$ cat config.mk
export PLATFORM = sky130hd
export DESIGN_NAME = approximate_pattern_matcher
export DESIGN_NICKNAME = d
export VERILOG_FILES = /design/src/hw/rtl/apm_pkg.sv /design/src/hw/rtl/apm_cfg_regs.sv /design/src/hw/rtl/apm_cell.sv /design/src/hw/rtl/approximate_pattern_matcher.sv
export SDC_FILE = /design/constraint.sdc
export NUM_CORES = 1
export LEC_CHECK = 0
export BUFFER_PORTS_ARGS = -buffer_cell sky130_fd_sc_hd__buf_2
export CAP_MARGIN = 20
export CORE_MARGIN = 4
export CORE_UTILIZATION = 61
export CTS_CLUSTER_SIZE = 10
export DETAILED_ROUTE_END_ITERATION = 10
export PLACE_DENSITY = 0.91
export SLEW_MARGIN = 40
export SYNTH_ARGS = -nofsm -noshare
export SYNTH_HDL_FRONTEND = slang
export SYNTH_HIERARCHICAL = 1
export SYNTH_SLANG_ARGS = --single-unit
$ cat constraint.sdc
create_clock -name i_clk -period 9 [get_ports i_clk]
set_input_delay 1.8 -clock i_clk [delete_from_list [all_inputs] [get_ports i_clk]]
set_output_delay 1.8 -clock i_clk [all_outputs]
set_load 0.02 [all_outputs]
$ cat src/hw/rtl/apm_pkg.sv
// Shared types and constants for the approximate pattern matcher.
package apm_pkg;

    localparam int DIST_W    = 5;
    localparam int CFG_IDX_W = 8;
    localparam int CFG_DAT_W = 64;
    localparam int PAT_BYTES = 16;

    localparam logic [CFG_IDX_W-1:0] REG_PATTERN_LENGTH = 8'd0;
    localparam logic [CFG_IDX_W-1:0] REG_MAX_ERRORS     = 8'd1;
    localparam logic [CFG_IDX_W-1:0] REG_PATTERN_LOW    = 8'd2;
    localparam logic [CFG_IDX_W-1:0] REG_PATTERN_HIGH   = 8'd3;

    typedef struct packed {
        logic [7:0] text_char;
        logic       text_start;
    } t_in_item;

    typedef struct packed {
        logic              is_match;
        logic [31:0]       text_position;
        logic [DIST_W-1:0] distance;
    } t_out_item;

    typedef struct packed {
        logic [DIST_W-1:0]          pattern_length;
        logic [DIST_W-1:0]          max_errors;
        logic [PAT_BYTES-1:0][7:0] pattern;
    } t_cfg;

endpackage

$ cat src/hw/rtl/apm_cfg_regs.sv
// Configuration register file for the approximate pattern matcher.
module apm_cfg_regs (
    input  logic                            i_clk,
    input  logic                            i_rst_n,
    input  logic                            i_wr_en,
    input  logic [apm_pkg::CFG_IDX_W-1:0]  i_index,
    input  logic [apm_pkg::CFG_DAT_W-1:0]  i_data,
    output apm_pkg::t_cfg                   o_cfg
);
    import apm_pkg::*;

    t_cfg r_cfg;

    always_ff @(posedge i_clk) begin
        if (!i_rst_n) begin
            r_cfg.pattern_length <= DIST_W'(1);
            r_cfg.max_errors     <= '0;
            r_cfg.pattern        <= '0;
        end else if (i_wr_en) begin
            case (i_index)
                REG_PATTERN_LENGTH: r_cfg.pattern_length <= i_data[DIST_W-1:0];
                REG_MAX_ERRORS:     r_cfg.max_errors     <= i_data[DIST_W-1:0];
                REG_PATTERN_LOW:    r_cfg.pattern[7:0]   <= i_data;
                REG_PATTERN_HIGH:   r_cfg.pattern[15:8]  <= i_data;
                default: begin
                    // drop writes to unmapped indexes
                end
            endcase
        end
    end

    assign o_cfg = r_cfg;

endmodule

$ cat src/hw/rtl/apm_cell.sv
// Shared edit-distance cell: one column entry of the unit-cost recurrence.
module apm_cell (
    input  logic [apm_pkg::DIST_W-1:0] i_old,
    input  logic [apm_pkg::DIST_W-1:0] i_diag_old,
    input  logic [apm_pkg::DIST_W-1:0] i_up,
    input  logic [7:0]                 i_pat_char,
    input  logic [7:0]                 i_text_char,
    input  logic [apm_pkg::DIST_W-1:0] i_cap,
    output logic [apm_pkg::DIST_W-1:0] o_new
);
    import apm_pkg::*;

    logic [DIST_W:0] w_del;
    logic [DIST_W:0] w_ins;
    logic [DIST_W:0] w_diag;
    logic [DIST_W:0] w_m0;
    logic [DIST_W:0] w_m1;
    logic [DIST_W:0] w_m2;

    always_comb begin
        w_del  = {1'b0, i_old} + 1'b1;
        w_ins  = {1'b0, i_up} + 1'b1;
        w_diag = {1'b0, i_diag_old} + {{DIST_W{1'b0}}, (i_pat_char != i_text_char)};
        w_m0   = (w_del < w_ins) ? w_del : w_ins;
        w_m1   = (w_m0 < w_diag) ? w_m0 : w_diag;
        w_m2   = (w_m1 < {1'b0, i_cap}) ? w_m1 : {1'b0, i_cap};
        o_new  = w_m2[DIST_W-1:0];
    end

endmodule

$ cat src/hw/rtl/approximate_pattern_matcher.sv
// Top level of the approximate pattern matcher: sequencer, column store, result register.
//
// Usage: load the pattern, its length and the error budget through the
// configuration channel (index 0 pattern_length, 1 max_errors, 2 pattern bytes
// 0-7, 3 pattern bytes 8-15) while the block is idle. Then stream text bytes on
// the input channel; set text_start on the first byte of each text to restart
// the edit-distance column and the position count at zero.
// Every text byte yields exactly one result item: the capped distance of the
// pattern ending at that byte, the byte's position and a match flag.
// Sweep: one shared cell updates column entries 1..MAX_PATTERN, one per cycle,
// and the result then goes from the sequencer to the result register. Input
// ready is low during the sweep and until that result has left the sequencer,
// so a new item is taken only after the last one is through the sweep.
// Stall: a result waits in the output register; the next item may already be
// accepted and swept, and its result is held in the sequencer until the output
// register frees up. Reset restores the configuration defaults, the column to
// entry i = i and the position counter to zero.
module approximate_pattern_matcher #(
    parameter int MAX_PATTERN = 16
) (
    input  logic                            i_clk,
    input  logic                            i_rst_n,
    input  logic                            i_in_valid,
    output logic                            o_in_ready,
    input  apm_pkg::t_in_item               i_in_item,
    output logic                            o_out_valid,
    input  logic                            i_out_ready,
    output apm_pkg::t_out_item              o_out_item,
    input  logic                            i_cfg_valid,
    output logic                            o_cfg_ready,
    input  logic [apm_pkg::CFG_IDX_W-1:0]  i_cfg_index,
    input  logic [apm_pkg::CFG_DAT_W-1:0]  i_cfg_data
);
    import apm_pkg::*;

    localparam int IW = $clog2(MAX_PATTERN + 1);

    typedef enum logic [1:0] {
        S_IDLE,
        S_RUN,
        S_DONE
    } t_state;

    t_state              r_state;
    logic [IW-1:0]       r_idx;
    logic [DIST_W-1:0]   r_col [1:MAX_PATTERN];
    logic [DIST_W-1:0]   r_prev;
    logic [DIST_W-1:0]   r_up;
    logic [DIST_W-1:0]   r_dist;
    logic [7:0]          r_char;
    logic                r_start;
    logic [31:0]         r_pos;
    logic [31:0]         r_item_pos;
    logic                r_out_valid;
    t_out_item           r_out_item;

    t_cfg                w_cfg;
    logic [IW-1:0]       w_len;
    logic [DIST_W-1:0]   w_err;
    logic [DIST_W-1:0]   w_cap;
    logic [DIST_W-1:0]   w_old;
    logic [DIST_W-1:0]   w_new;
    logic [7:0]          w_pat_char;
    logic                w_in_acc;
    logic                w_out_free;

    apm_cfg_regs u_cfg (
        .i_clk   (i_clk),
        .i_rst_n (i_rst_n),
        .i_wr_en (i_cfg_valid),
        .i_index (i_cfg_index),
        .i_data  (i_cfg_data),
        .o_cfg   (w_cfg)
    );

    always_comb begin
        w_len = (32'(w_cfg.pattern_length) > 32'(MAX_PATTERN))
              ? IW'(MAX_PATTERN) : IW'(w_cfg.pattern_length);
        w_err = (32'(w_cfg.max_errors) > 32'(MAX_PATTERN))
              ? DIST_W'(MAX_PATTERN) : w_cfg.max_errors;
        w_cap = w_err + 1'b1;
        // a new text restarts from the initial column without clearing the store
        w_old = r_start ? DIST_W'(r_idx) : r_col[r_idx];
        w_pat_char = w_cfg.pattern[4'(r_idx - 1'b1)];
    end

    apm_cell u_cell (
        .i_old       (w_old),
        .i_diag_old  (r_prev),
        .i_up        (r_up),
        .i_pat_char  (w_pat_char),
        .i_text_char (r_char),
        .i_cap       (w_cap),
        .o_new       (w_new)
    );

    assign o_in_ready  = (r_state == S_IDLE);
    assign w_in_acc    = i_in_valid && o_in_ready;
    assign w_out_free  = !r_out_valid || i_out_ready;
    assign o_out_valid = r_out_valid;
    assign o_out_item  = r_out_item;
    assign o_cfg_ready = 1'b1;

    always_ff @(posedge i_clk) begin
        if (!i_rst_n) begin
            r_state     <= S_IDLE;
            r_idx       <= IW'(1);
            r_pos       <= '0;
            r_out_valid <= 1'b0;
            r_start     <= 1'b0;
            for (int k = 1; k <= MAX_PATTERN; k++) begin
                r_col[k] <= DIST_W'(k);
            end
        end else begin
            if (r_out_valid && i_out_ready && r_state != S_DONE) begin
                r_out_valid <= 1'b0;
            end
            case (r_state)
                S_IDLE: begin
                    if (w_in_acc) begin
                        r_char  <= i_in_item.text_char;
                        r_start <= i_in_item.text_start;
                        r_prev  <= '0;
                        r_up    <= '0;
                        r_dist  <= '0;
                        r_idx   <= IW'(1);
                        if (i_in_item.text_start) begin
                            r_item_pos <= '0;
                            r_pos      <= 32'd1;
                        end else begin
                            r_item_pos <= r_pos;
                            r_pos      <= r_pos + 32'd1;
                        end
                        r_state <= S_RUN;
                    end
                end
                S_RUN: begin
                    r_col[r_idx] <= w_new;
                    r_prev       <= w_old;
                    r_up         <= w_new;
                    if (r_idx == w_len) begin
                        r_dist <= w_new;
                    end
                    if (r_idx == IW'(MAX_PATTERN)) begin
                        r_start <= 1'b0;
                        r_state <= S_DONE;
                    end else begin
                        r_idx <= r_idx + 1'b1;
                    end
                end
                S_DONE: begin
                    // hold the result until the output register frees up
                    if (w_out_free) begin
                        r_out_valid              <= 1'b1;
                        r_out_item.is_match      <= (r_dist <= w_err);
                        r_out_item.text_position <= r_item_pos;
                        r_out_item.distance      <= r_dist;
                        r_state                  <= S_IDLE;
                    end
                end
                default: begin
                    r_state <= S_IDLE;
                end
            endcase
        end
    end

    a_idx_range: assert property (@(posedge i_clk) disable iff (!i_rst_n)
        (r_state == S_RUN) |-> (r_idx != '0 && 32'(r_idx) <= MAX_PATTERN))
        else $error("column index out of range during sweep");

    a_busy_after_accept: assert property (@(posedge i_clk) disable iff (!i_rst_n)
        (i_in_valid && o_in_ready) |=> !o_in_ready)
        else $error("input accepted again during sweep");

    a_dist_bound: assert property (@(posedge i_clk) disable iff (!i_rst_n)
        o_out_valid |-> (32'(o_out_item.distance) <= MAX_PATTERN))
        else $error("distance exceeds pattern capacity");

    a_load_only_free: assert property (@(posedge i_clk) disable iff (!i_rst_n)
        (r_state == S_DONE && r_out_valid && !i_out_ready) |=> (r_state == S_DONE))
        else $error("result left sequencer while output register was full");

endmodule
==> reports/qor.txt <==
Outcome = finished clean
Final Non-Filler Cells = 2134
Crit path buffers/inverters = 2
Placed Cells = 2047
Post-DP Area = 20500 um2
Synth unique cells = 68
Htree depth = 2
Leakage = 9.23 nW
Total grt overflow = 0
Final Cell Area = 22000 um2
Worst path max stage delay = 0.64 ns
Crit Path Class = register to register
Die W = 187 um
Post-synth EDFFs = 253
Post-Syn Area = 19600 um2
DR vias/cell = 6.11
1st-iter DRT viols = 1082
Layout cell share with drive strength beyond 1 = 16.1%
Hold/Removal Path Class = register to register
Routed Antenna Nets = 0
Post-CTS resize count = 0
Critical path arrival = 8.30 ns
Drt drc = 0
Global Route met3 Usage = 4.87%
Pin count of the biggest net entering global routing = 126
CTS tree = done
Cell with the largest stage delay on the worst path = dfxtp_4
Critical Path RT = 9.30 ns
Number of global-route vias before repair = 13.4k
Fillers = 2038
Endpoint class of the critical path = register
Tcrit/Tclk final = 88.8%
Via Count = 13.0k
Pre-CTS setup slack = 1.23 ns
DR pass1 iterations = 6
GR Layer Usage met1 = 33.0%
Post-synthesis sequential area ratio = 57.7%
Hpwl dp = 28800 um
First-pass GRT wire length = 70800 um
Worst slew margin = 43.5%
Cell Pwr Density = 240 nW/um2
Crit start category = register
Clock transition at path regs = 0.06 ns
Hold slack = 0.417 ns
Routing usage on met2 = 41.3%
Starting density of the core = 62.0%
Setup Skew = 0.0185 ns
Top_reg_cell synth = edfxtp_1
DR WL/cell = 20.7 um
Max Cap Viol = 0
Core Area = 31600 um2
Die ar. = 35000 um2
VDD IR-drop max = 0.333 mV
Setup TNS Final = 0 ns
Yosys warning count = 6
CTS Buffer Depth = 3
Hold Fails Final Rpt = 0
Mean post-synth cell area = 12.2 um2
Cts bufs inserted = 50
Worst-margin pin slew = 0.848 ns
Post-Syn Instances = 1599
Async SR Flop Fraction = 0%
FP Rows = 65
Tmin final = 8.00 ns
IO Count = 127
Setup Fix Bufs, Post-CTS = 0
Area growth syn-to-layout = 12.5%
Fmax = 0.125 GHz
Worst-skew pair later-pin latency = 0.55 ns
Final wirelength = 44200 um
Setup ws final = 1.00 ns
Final Setup Violations = 0
Antenna violations before repair = 0
Post-Syn Nets = 1714
Top Usage Layer GRT = met2
IO Port Bufs = 125
Critical Path Fanout Max = 26
Clk root buf = clkbuf_16
Nets = 1812
Antenna diodes = 0
GPL Wtd Cong = 0.898
Clock tree sinks = 437
Final Max Slew Viols = 0
Delay-heaviest family, CP = compound AO/OA/AOI/OAI gates
Hold-fix buffers, CTS = 0
RSZ-0062 raised after global routing = no
Die Ht = 187 um
Global Route Usage Sum = 24.8%
Flops & latches, synth = 437
-- cells by family after synthesis --
group	after synthesis	share of synthesized area, %
simple gates	547	14.0
buf+inv	123	2.76
mux	272	16.7
fa+ha+maj	29	1.86
flops	437	57.7
xor+xnor	48	2.15
compound gates	142	4.83
other cells	1	0.0192
-- area by class of cell --
| cell class | instances | area [um2] | share of cell area [%] |
|---|---|---|---|
| Clock buffer | 85 | 1470 | 6.66 |
| Clock inverter | 2 | 10.0 | 0.0455 |
| Inverter | 23 | 86.3 | 0.392 |
| Multi-Input combinational cell | 1039 | 7790 | 35.4 |
| Sequential cell | 437 | 11300 | 51.3 |
| Tap cell | 402 | 503 | 2.29 |
| Timing Repair Buffer | 146 | 863 | 3.92 |
-- registers in the layout, indices dropped and copies added, names as in the netlist, named ones only --
register and flops:
r_col 160, r_prev 5, o_out_item 38, r_pos 32, r_char 8, r_dist 5
r_state 2, o_out_valid 1, r_start 1, r_idx 5, r_item_pos 32, u_cfg/o_cfg 138
r_up 5
-- metrics by stage --
| stage | total power [mW] | util (%) |
|---|---|---|
| floorplan | 3.07 | - |
| global placement | 3.40 | 64.7 |
| detailed placement | 3.45 | 65.0 |
| CTS | 5.27 | 69.7 |
| global route | 5.46 | 69.8 |
| finish | 5.28 | 69.8 |
-- power by group --
| group | internal (mW) | total [mW] | switching [mW] |
|---|---|---|---|
| Sequential | 2.34 | 2.36 | 0.0234 |
| Combinational | 0.312 | 1.07 | 0.759 |
| Clock | 1.09 | 1.84 | 0.750 |
-- Yosys cell counts, drive strengths merged, types with 4 or more instances --
master / number / share of area (%)
a22o: 5 / 0.22
buf: 37 / 1.1
nor2: 77 / 1.5
mux2i: 220 / 11
or3: 41 / 1.3
a21o: 4 / 0.15
dfxtp: 184 / 19
nor3: 4 / 0.10
mux2: 12 / 0.69
a22oi: 41 / 1.6
and4: 6 / 0.28
a31oi: 4 / 0.16
o21ai: 30 / 0.90
nor2b: 37 / 1.2
ha: 29 / 1.9
nand3: 29 / 0.74
inv: 22 / 0.42
nand3b: 4 / 0.15
and2: 55 / 1.8
mux4: 40 / 4.8
clkbuf: 63 / 1.2
and3: 14 / 0.47
edfxtp: 253 / 39
nand2b: 5 / 0.16
o21a: 5 / 0.19
xnor2: 15 / 0.67
xor2: 33 / 1.5
a21oi: 39 / 1.0
nand4: 12 / 0.54
nor4: 11 / 0.51
nand2: 237 / 4.5
-- per-layer routing --
| metal | vias up | wire length [um] |
|---|---|---|
| li1 | 5987 | - |
| met1 | 6338 | 17600 |
| met2 | 614 | 21600 |
| met3 | 107 | 3710 |
| met4 | 0 | 1260 |
| met5 | - | 0 |
-- cells in the final DEF (no fill, tap or decap), types with 35 or more instances in the layout --
| cell | synthesis | routed |
|---|---|---|
| a21oi_1 | 38 | 38 |
| a22oi_1 | 41 | 41 |
| and2_1 | 55 | 55 |
| buf_2 | 23 | 124 |
| clkbuf_16 | 0 | 53 |
| dfxtp_1 | 184 | 182 |
| edfxtp_1 | 253 | 253 |
| mux2i_1 | 220 | 220 |
| nand2_1 | 237 | 236 |
| nor2_1 | 76 | 75 |
| nor2b_1 | 37 | 35 |
| or3_1 | 41 | 41 |
-- final timing paths --
kind                  start              to  slack (ns)  cells after the start
max reg2reg        register     r_col[5][4]        1.00                     29
min          r_item_pos[26]  o_out_item[31]        0.42                      0
max                register     r_col[5][4]        1.00                     29
min reg2reg  r_item_pos[26]  o_out_item[31]        0.42                      0
Note: power is estimated with default switching activity, not from simulation.
